<file path="config.mk">
export PLATFORM = sky130hd
export DESIGN_NAME = finder_candidate_merge_table
export DESIGN_NICKNAME = d
export VERILOG_FILES = /design/src/fcmt_pkg.sv /design/src/fcmt_div7.sv /design/src/finder_candidate_merge_table.sv
export VERILOG_INCLUDE_DIRS = /design/src /design/src/src
export SDC_FILE = /design/constraint.sdc
export NUM_CORES = 2
export LEC_CHECK = 0
export BUFFER_PORTS_ARGS = -buffer_cell sky130_fd_sc_hd__buf_2
export CORE_UTILIZATION = 35
export CTS_CLUSTER_DIAMETER = 30
export DETAILED_ROUTE_END_ITERATION = 12
export GPL_TIMING_DRIVEN = 1
export PLACE_DENSITY = 0.49
export SYNTH_ARGS = -nofsm -noshare
export SYNTH_HDL_FRONTEND = slang
export SYNTH_SLANG_ARGS = --single-unit
export TNS_END_PERCENT = 5
</file>
<file path="constraint.sdc">
create_clock -name i_clk -period 20.3 [get_ports i_clk]
set_input_delay 3.045 -clock i_clk [delete_from_list [all_inputs] [get_ports i_clk]]
set_output_delay 3.045 -clock i_clk [all_outputs]
set_load 0.05 [all_outputs]
</file>
<file path="src/finder_candidate_merge_table_macros.svh">
// Assertion shorthands shared by the table RTL.
// All properties sample on i_clk and are switched off while i_rst_n is low.
`ifndef FINDER_CANDIDATE_MERGE_TABLE_MACROS_SVH
`define FINDER_CANDIDATE_MERGE_TABLE_MACROS_SVH

// Consequent must hold in the same cycle as the antecedent.
`define FCMT_ASSERT_NOW(label, ante, cons, msg) \
    label: assert property (@(posedge i_clk) disable iff (!i_rst_n) \
        (ante) |-> (cons)) else $error(msg);

// Consequent must hold in the cycle after the antecedent.
`define FCMT_ASSERT_NEXT(label, ante, cons, msg) \
    label: assert property (@(posedge i_clk) disable iff (!i_rst_n) \
        (ante) |=> (cons)) else $error(msg);

`endif

</file>
<file path="src/fcmt_pkg.sv">
package fcmt_pkg;

    // Table geometry
    localparam int TABLE_DEPTH = 16;
    localparam int COORD_BITS  = 12;
    localparam int IDX_W       = $clog2(TABLE_DEPTH);
    localparam int CNT_W       = IDX_W + 1;

    // Fixed result field widths
    localparam int HITS_W = 16;
    localparam int SLOT_W = 4;
    localparam int OCC_W  = 5;
    localparam int THR_W  = 16;

    // Fixed-point scaling of sizes: (size << FRAC_BITS) / SIZE_DIV
    localparam int FRAC_BITS = 8;
    localparam int SIZE_DIV  = 7;
    localparam int NUM_W     = COORD_BITS + FRAC_BITS;
    localparam int ES_W      = COORD_BITS + 6;

    // Reciprocal for the divide-by-seven unit; quotient estimate is exact or one low
    localparam int DIV_SHIFT = NUM_W + 1;
    localparam int RECIP_W   = DIV_SHIFT - 2;
    localparam longint DIV_RECIP = (64'd1 << DIV_SHIFT) / SIZE_DIV;
    localparam int PROD_W    = NUM_W + RECIP_W;

    localparam logic [HITS_W-1:0] HITS_MAX = '1;

    // Input opcodes
    localparam logic OP_INSERT = 1'b0;
    localparam logic OP_CLEAR  = 1'b1;

    typedef struct packed {
        logic [COORD_BITS-1:0] x;
        logic [COORD_BITS-1:0] y;
        logic [COORD_BITS-1:0] w;
        logic [ES_W-1:0]       es;
        logic [HITS_W-1:0]     hits;
    } t_entry;

    typedef enum logic [5:0] {
        S_IDLE    = 6'b000001,
        S_DIV     = 6'b000010,
        S_SCAN    = 6'b000100,
        S_MERGE   = 6'b001000,
        S_FINISH  = 6'b010000,
        S_RECOUNT = 6'b100000
    } t_state;

endpackage

</file>
<file path="src/fcmt_div7.sv">
module fcmt_div7 import fcmt_pkg::*; (
    input  logic             i_clk,
    input  logic [NUM_W-1:0] i_num,
    output logic [ES_W-1:0]  o_quot
);

    logic [PROD_W-1:0] r_prod;
    logic [NUM_W-1:0]  r_num;
    logic [ES_W-1:0]   q_est;
    logic [NUM_W-1:0]  q_times;
    logic [NUM_W-1:0]  rem;

    // Register the reciprocal product
    always_ff @(posedge i_clk) begin
        r_prod <= PROD_W'(i_num) * PROD_W'(DIV_RECIP);
        r_num  <= i_num;
    end

    // Correct the estimate by one compare and subtract
    always_comb begin
        q_est   = ES_W'(r_prod >> DIV_SHIFT);
        q_times = NUM_W'(({3'b000, q_est} << 3) - {3'b000, q_est});
        rem     = r_num - q_times;
        o_quot  = (rem >= NUM_W'(SIZE_DIV)) ? q_est + ES_W'(1) : q_est;
    end

endmodule

</file>
<file path="src/finder_candidate_merge_table.sv">
// Finder-pattern candidate merge table.
// Input channel (i_in_valid / o_in_stall): one item is an opcode plus a
// candidate x, y and size. Insert scans the stored entries in slot order and
// merges the candidate into the first close entry, or appends it, or drops it
// when the table is full; clear empties the table. Every item yields exactly one result on the output
// channel (o_out_valid / i_out_stall).
// Configuration (i_cfg_valid / o_cfg_ready / i_cfg_data) writes the
// confidence threshold; the block then recounts confident entries, one
// entry per cycle, before taking the next item.
// A clear goes straight to the output register. An insert scales the size,
// scans the filled slots, then appends or drops the candidate, or stops at
// the first match and writes the merged entry. The next item is taken once
// the output register is loaded and the block is idle again. The table has a
// single read port, walked one entry per cycle; the one-stage divide-by-seven
// unit is used once for the candidate and once more on a merge.
// One item is in work at a time; o_in_stall is high while it is.
// A finished result waits in the output register while the next item is
// taken; a stalled receiver only holds the block once a second result is due.
// Reset (synchronous, active low) empties the table, zeroes the threshold
// and drops any pending result.
`include "finder_candidate_merge_table_macros.svh"

module finder_candidate_merge_table import fcmt_pkg::*; (
    input  logic                  i_clk,
    input  logic                  i_rst_n,
    input  logic                  i_in_valid,
    output logic                  o_in_stall,
    input  logic                  i_opcode,
    input  logic [COORD_BITS-1:0] i_cand_x,
    input  logic [COORD_BITS-1:0] i_cand_y,
    input  logic [COORD_BITS-1:0] i_cand_size,
    input  logic                  i_cfg_valid,
    output logic                  o_cfg_ready,
    input  logic [THR_W-1:0]      i_cfg_data,
    output logic                  o_out_valid,
    input  logic                  i_out_stall,
    output logic                  o_merged,
    output logic [SLOT_W-1:0]     o_slot_index,
    output logic                  o_dropped,
    output logic [HITS_W-1:0]     o_slot_hits,
    output logic [OCC_W-1:0]      o_occupied,
    output logic [OCC_W-1:0]      o_confident_count
);

    t_state              r_state, n_state;
    logic [CNT_W-1:0]    r_fill, n_fill;
    logic [CNT_W-1:0]    r_conf, n_conf;
    logic [THR_W-1:0]    r_thr, n_thr;
    logic [CNT_W-1:0]    r_issue, n_issue;
    logic [CNT_W-1:0]    r_cmp_idx;
    logic                r_cmp_vld;
    logic [COORD_BITS-1:0] r_cx, r_cy, r_cs;
    logic [ES_W-1:0]     r_fs;
    t_entry              r_new, n_new;
    logic                r_conf_up, n_conf_up;
    logic [IDX_W-1:0]    r_slot, n_slot;
    logic                r_res_merged, n_res_merged;
    logic                r_res_dropped, n_res_dropped;
    logic [IDX_W-1:0]    r_res_slot, n_res_slot;
    logic [HITS_W-1:0]   r_res_hits, n_res_hits;
    logic                r_out_valid;
    logic                r_o_merged, r_o_dropped;
    logic [SLOT_W-1:0]   r_o_slot;
    logic [HITS_W-1:0]   r_o_hits;
    logic [OCC_W-1:0]    r_o_occ, r_o_conf;

    t_entry              r_mem [TABLE_DEPTH];
    t_entry              r_rd;
    logic                rd_en;
    logic [IDX_W-1:0]    rd_addr;
    logic                wr_en;
    logic [IDX_W-1:0]    wr_addr;
    t_entry              wr_data;

    logic                idle, in_acc, cfg_acc, out_load;
    logic [COORD_BITS-1:0] dx, dy;
    logic [ES_W-1:0]     ds;
    logic                near_x, near_y, size_ok, hit;
    logic [COORD_BITS-1:0] mx, my, mw;
    logic [HITS_W-1:0]   mhits;
    logic [NUM_W-1:0]    div_num;
    logic [ES_W-1:0]     div_quot;

    assign idle        = (r_state == S_IDLE);
    assign o_in_stall  = !idle || i_cfg_valid;
    assign o_cfg_ready = idle;
    assign in_acc      = i_in_valid && !o_in_stall;
    assign cfg_acc     = i_cfg_valid && o_cfg_ready;
    assign out_load    = (r_state == S_FINISH) && (!r_out_valid || !i_out_stall);

    // Shared divide-by-seven: candidate size on accept, merged size on a hit
    assign div_num = (r_state == S_SCAN) ? {mw, FRAC_BITS'(0)} : {i_cand_size, FRAC_BITS'(0)};

    fcmt_div7 u_div7 (
        .i_clk  (i_clk),
        .i_num  (div_num),
        .o_quot (div_quot)
    );

    // Table read: slot 0 while idle, then one slot per cycle while scanning or recounting
    assign rd_en   = idle || (r_state == S_SCAN) || (r_state == S_RECOUNT);
    assign rd_addr = idle ? '0 : r_issue[IDX_W-1:0];

    always_ff @(posedge i_clk) begin
        if (wr_en) begin
            r_mem[wr_addr] <= wr_data;
        end
        if (rd_en) begin
            r_rd <= r_mem[rd_addr];
        end
    end

    // Compare the candidate with the entry just read
    always_comb begin
        dx      = (r_cx > r_rd.x) ? r_cx - r_rd.x : r_rd.x - r_cx;
        dy      = (r_cy > r_rd.y) ? r_cy - r_rd.y : r_rd.y - r_cy;
        ds      = (r_fs > r_rd.es) ? r_fs - r_rd.es : r_rd.es - r_fs;
        near_x  = {dx, FRAC_BITS'(0)} < NUM_W'(r_rd.es);
        near_y  = {dy, FRAC_BITS'(0)} < NUM_W'(r_rd.es);
        size_ok = ds < (r_rd.es >> 2);
        hit     = r_cmp_vld && near_x && near_y && size_ok;
        mx      = COORD_BITS'(({1'b0, r_rd.x} + {1'b0, r_cx}) >> 1);
        my      = COORD_BITS'(({1'b0, r_rd.y} + {1'b0, r_cy}) >> 1);
        mw      = COORD_BITS'(({1'b0, r_rd.w} + {1'b0, r_cs}) >> 1);
        mhits   = (r_rd.hits == HITS_MAX) ? r_rd.hits : r_rd.hits + HITS_W'(1);
    end

    // Sequencer
    always_comb begin
        n_state       = r_state;
        n_fill        = r_fill;
        n_conf        = r_conf;
        n_thr         = r_thr;
        n_issue       = r_issue + CNT_W'(1);
        n_new         = r_new;
        n_conf_up     = r_conf_up;
        n_slot        = r_slot;
        n_res_merged  = r_res_merged;
        n_res_dropped = r_res_dropped;
        n_res_slot    = r_res_slot;
        n_res_hits    = r_res_hits;
        wr_en         = 1'b0;
        wr_addr       = r_slot;
        wr_data       = r_new;
        case (r_state)
            S_IDLE: begin
                n_issue = CNT_W'(1);
                if (cfg_acc) begin
                    n_thr   = i_cfg_data;
                    n_conf  = '0;
                    n_state = S_RECOUNT;
                end else if (in_acc) begin
                    if (i_opcode == OP_CLEAR) begin
                        n_fill        = '0;
                        n_conf        = '0;
                        n_res_merged  = 1'b0;
                        n_res_dropped = 1'b0;
                        n_res_slot    = '0;
                        n_res_hits    = '0;
                        n_state       = S_FINISH;
                    end else begin
                        n_state = S_DIV;
                    end
                end
            end
            S_DIV: begin
                // hold the read of slot 0 until the scaled size is known
                n_issue = r_issue;
                n_state = S_SCAN;
            end
            S_SCAN: begin
                if (hit) begin
                    n_slot      = r_cmp_idx[IDX_W-1:0];
                    n_new.x     = mx;
                    n_new.y     = my;
                    n_new.w     = mw;
                    n_new.es    = '0;
                    n_new.hits  = mhits;
                    n_conf_up   = (r_rd.hits <= r_thr) && (mhits > r_thr);
                    n_state     = S_MERGE;
                end else if (!r_cmp_vld) begin
                    // end of valid entries: append or drop
                    n_res_merged = 1'b0;
                    if (r_fill < CNT_W'(TABLE_DEPTH)) begin
                        wr_en         = 1'b1;
                        wr_addr       = r_fill[IDX_W-1:0];
                        wr_data.x     = r_cx;
                        wr_data.y     = r_cy;
                        wr_data.w     = r_cs;
                        wr_data.es    = r_fs;
                        wr_data.hits  = HITS_W'(1);
                        n_fill        = r_fill + CNT_W'(1);
                        n_conf        = r_conf + CNT_W'(HITS_W'(1) > r_thr);
                        n_res_dropped = 1'b0;
                        n_res_slot    = r_fill[IDX_W-1:0];
                        n_res_hits    = HITS_W'(1);
                    end else begin
                        n_res_dropped = 1'b1;
                        n_res_slot    = '0;
                        n_res_hits    = '0;
                    end
                    n_state = S_FINISH;
                end
            end
            S_MERGE: begin
                wr_en         = 1'b1;
                wr_addr       = r_slot;
                wr_data       = r_new;
                wr_data.es    = div_quot;
                n_conf        = r_conf + CNT_W'(r_conf_up);
                n_res_merged  = 1'b1;
                n_res_dropped = 1'b0;
                n_res_slot    = r_slot;
                n_res_hits    = r_new.hits;
                n_state       = S_FINISH;
            end
            S_FINISH: begin
                if (out_load) begin
                    n_state = S_IDLE;
                end
            end
            S_RECOUNT: begin
                if (r_cmp_vld) begin
                    n_conf = r_conf + CNT_W'(r_rd.hits > r_thr);
                end else begin
                    n_state = S_IDLE;
                end
            end
            default: begin
                n_state = S_IDLE;
            end
        endcase
    end

    // Control registers
    always_ff @(posedge i_clk) begin
        if (!i_rst_n) begin
            r_state     <= S_IDLE;
            r_fill      <= '0;
            r_conf      <= '0;
            r_thr       <= '0;
            r_out_valid <= 1'b0;
        end else begin
            r_state <= n_state;
            r_fill  <= n_fill;
            r_conf  <= n_conf;
            r_thr   <= n_thr;
            if (out_load) begin
                r_out_valid <= 1'b1;
            end else if (!i_out_stall) begin
                r_out_valid <= 1'b0;
            end
        end
    end

    // Working and result registers
    always_ff @(posedge i_clk) begin
        r_issue       <= n_issue;
        r_new         <= n_new;
        r_conf_up     <= n_conf_up;
        r_slot        <= n_slot;
        r_res_merged  <= n_res_merged;
        r_res_dropped <= n_res_dropped;
        r_res_slot    <= n_res_slot;
        r_res_hits    <= n_res_hits;
        if (rd_en) begin
            r_cmp_idx <= idle ? '0 : r_issue;
            r_cmp_vld <= idle ? (r_fill != '0) : (r_issue < r_fill);
        end
        if (in_acc) begin
            r_cx <= i_cand_x;
            r_cy <= i_cand_y;
            r_cs <= i_cand_size;
        end
        if (r_state == S_DIV) begin
            r_fs <= div_quot;
        end
        if (out_load) begin
            r_o_merged  <= r_res_merged;
            r_o_dropped <= r_res_dropped;
            r_o_slot    <= SLOT_W'(r_res_slot);
            r_o_hits    <= r_res_hits;
            r_o_occ     <= OCC_W'(r_fill);
            r_o_conf    <= OCC_W'(r_conf);
        end
    end

    assign o_out_valid       = r_out_valid;
    assign o_merged          = r_o_merged;
    assign o_dropped         = r_o_dropped;
    assign o_slot_index      = r_o_slot;
    assign o_slot_hits       = r_o_hits;
    assign o_occupied        = r_o_occ;
    assign o_confident_count = r_o_conf;

    `FCMT_ASSERT_NOW(a_fill_bound, 1'b1, r_fill <= CNT_W'(TABLE_DEPTH), "fill beyond table depth")
    `FCMT_ASSERT_NOW(a_conf_bound, idle, r_conf <= r_fill, "confident count above fill")
    `FCMT_ASSERT_NEXT(a_busy_after_accept, in_acc, !idle, "item accepted but sequencer idle")
    `FCMT_ASSERT_NOW(a_drop_clean, o_out_valid && o_dropped,
        !o_merged && (o_slot_hits == '0), "dropped result carries merge data")

endmodule

</file>
==> flow_summary.toml <==
[cells_and_area]
fin_cells = 7740
area_growth_syn_to_layout_pct = 23.3
antennaDiodeCount = 0
final_net_count = 5390
final_core_util_pct = 43.5
fillers = 16800
layout-drive-gt1-share_pct = 19.8

[routing]
drtIter0Drc = 3011
antenna_left = 0
wl_per_cell_um = 23.7
drc = 0
dr.pass1.iters = 5
vias = 40000
wirelength_mm = 184
routed_via_density = 5.17

[worst_setup_path]
cp.required_ps = 21100
crit_type = "reg2reg"
cp_max_fo = 4
cp_common_cell = "ha_1"
worstPathArrival_ps = 8210
path_depth = 30
cp-end-kind = "register"
crit_buf_inv = 3
crit_family = "adder cells"
worst_setup_path_start_kind = "register"
cpMaxStageDelayCell = "fa_1"
slowest_delay_ps = 600
reg2regPathDepth = 30

[run_status]
status = "completed"

[clock_tree]
cts_root_buf = "clkbuf_16"
cts_hold_buffers = 0
clock_latency_ps = 960
cts_max_level = 5
numCtsBuffers = 351
ctsResizeCount = 0
cts_tree = "built"
cts.clk_slew.worst_paths_ps = 40
cts_buffer_depth = 4
post_cts_buffers = 0
clock_sinks = 1428

[power]
switchingPower_mw = 3.58
peakVddDrop_uv = 120
pwr-share-clk_pct = 46.5
combPwrFrac_pct = 24.3
seq_power_share_pct = 29.1
swShare_pct = 29.8
powerDensity_nw_per_um2 = 148
leakage_nw = 30.3
p_int_mw = 8.43

[logic_synthesis]
ys_top_cells_by_area = "edfxtp_1 (62%), ha_1 (5.7%), mux4_2 (4.8%), nand2_1 (4.0%), mux2_2 (2.1%)"
synth_compound_area_share_pct = 6.62
syn-cell-area_um2 = 65600
synth-simple-area-share_pct = 8.92
synth_top_area_share_pct = 62.5
synth-adder-area-share_pct = 7.10
synth_cell_type_count = 87
synth_largest_area_cell = "edfxtp_1"
synthFlopType = "edfxtp_1"
ys_seq_area_share_pct = 64.4
synth_seq_cells = 1428
postSynthAreaPerCell_um2 = 14.0
synthCells = 4699
synth_edf_count = 1365
syn_nets = 5102
muxShareOfSynthArea_pct = 8.32
async_flop_share_pct = 0
synth_top_family_by_area = "simple AND/OR/NAND/NOR gates"
yosys_warnings = 0
synthXorXnorAreaFrac_pct = 1.75

[hold_path]
hp-class = "reg2reg"
holdPathStages = 0

[floorplanning]
die-area_um2 = 189000
rows = 158
start_util_pct = 35.3
core_um2 = 186000
die_h_um = 435
io_pins = 93
die-width_um = 435

[global_routing]
grt_max_degree = 150
grt_pass1_wl_mm = 271
grt_pass1_vias = 41100
antenna_found_initial = 10
overflow = 0
grt_usage_pct = 19.2

[sta]
fmax_mhz = 135
fin_crit_sh_pct = 36.5
worst_slew_pin_slew_ps = 1160
finalCriticalPeriod_ps = 7410
setup_viol = 0
slew-limit-headroom_pct = 22.7
fin_skew_ps = 108
rsz0062_at_grt = "no"
hold_viol = 0
fin_setup_tns_ps = 0
drv_slew = 0

[placement]
dp_cells = 7114
place_hpwl_mm = 104
gp_congestion = 0.845
io_buffer_count = 92

[flow_run]
drv_cap = 0
## placed cells by master (no fill, tap or decap), drive strengths merged, types with 9 or more instances in the layout
cell type and count:
edfxtp 1365, nand2 692, clkbuf 398, ha 299, inv 280, a31oi 161
buf 161, and3 157, o21ai 157, mux4 140, mux2 122, a21oi 119
nor2 119, nand3 111, clkinv 110, mux2i 93, xnor2 92, dfxtp 63
bufinv 56, clkinvlp 48, fa 46, nor3 41, xor2 39, a21o 39
nor2b 35, and2 31, nand4 26, a21boi 24, a22o 20, o21a 19
o211ai 19, a211oi 18, o21bai 16, nor4 13, nand2b 11, nor3b 9
## cell usage after synthesis, types with 7 or more instances
library cell  number
nor3_1            41
ha_1             299
o21a_1            19
edfxtp_1        1365
nand3b_1           8
o41ai_1            7
mux2i_1           93
o21ai_0          143
buf_1             26
inv_1            262
a21o_1            39
buf_2             30
nand2b_1          11
nand3_1          111
a21oi_1          115
nor2_1           119
or3_1              7
mux4_2           140
a211oi_1          16
and3_1           157
nand4_1           26
a21boi_0          23
and2_1            31
a31oi_1          161
o211ai_1          15
mux2_2           122
nor3b_1            9
clkbuf_1         166
nor2b_1           35
fa_1              46
nor4_1            13
a22o_1            19
xnor2_1           92
dfxtp_1           63
o21ai_1           12
xor2_1            39
o21bai_1          16
nand2_1          692
## layout make-up
cell class	count	area, um2	share of cell area, %
Timing Repair Buffer	161	1020	1.26
Clock buffer	398	9040	11.2
Tap cell	2480	3100	3.84
Multi-Input combinational cell	2779	21600	26.8
Clock inverter	228	2840	3.51
Sequential cell	1428	42300	52.2
Inverter	266	1010	1.25
## per-layer routing
| layer | vias up | track usage (%) | share of wire [%] |
|---|---|---|---|
| met1 | 20300 | 25.1 | 44 |
| met5 | - | 0 | 0.014 |
| met4 | 4 | 6.30 | 2.4 |
| met3 | 294 | 3.79 | 5.3 |
| met2 | 1120 | 31.9 | 48 |
| li1 | 18300 | - | - |
## kinds of logic (layout without fill, tap and decap cells)
| family | Yosys count | after routing |
|---|---|---|
| compound gates | 668 | 668 |
| mux | 355 | 355 |
| fa+ha+maj | 345 | 345 |
| flops | 1428 | 1428 |
| buf+inv | 492 | 1053 |
| xor+xnor | 131 | 131 |
| simple gates | 1280 | 1280 |
## power by group through the flow
stage | combinational, mW | clock, mW | sequential (mW)
3_3_place_gp | 2.92 | 0 | 3.55
5_1_grt | 3.23 | 5.82 | 3.51
4_1_cts | 2.94 | 5.67 | 3.50
2_1_floorplan | 2.15 | 0 | 3.49
3_5_place_dp | 2.92 | 0 | 3.55
6_report | 2.92 | 5.59 | 3.50
## metrics by stage
stage          power [mW]  hold WS [ps]  setup WS (ps)  area [um2]
2_1_floorplan        5.64           400          11500       65600
3_3_place_gp         6.46           402          12120       69000
3_5_place_dp         6.46           406          12110       69000
4_1_cts              12.1           411          12770       80900
5_1_grt              12.6           414          12190       80900
6_report             12.0           407          12890       80900
## flip-flops by register name, summed over array words and instances, names as in the netlist, 9 cells and up
| signal | flops |
|---|---|
| o_slot_hits | 16 |
| r_cs | 12 |
| r_thr | 16 |
| r_cx | 12 |
| r_fs | 18 |
| u_div7.r_num | 9 |
| r_new | 52 |
| r_rd | 70 |
| r_mem | 1120 |
| r_res_hits | 16 |
| r_cy | 12 |
| u_div7.r_prod | 21 |
## path summary, 6_finish.rpt
path	startpoint	end	slack [ps]
setup / recovery	r_cs[1]	u_div7.r_prod[38]	12890
hold / removal	r_cmp_idx[2]	r_slot[2]	410
setup reg to reg	r_cs[1]	u_div7.r_prod[38]	12890
hold reg to reg	r_cmp_idx[2]	r_slot[2]	410
No activity file was read; power rests on OpenSTA's default activity.
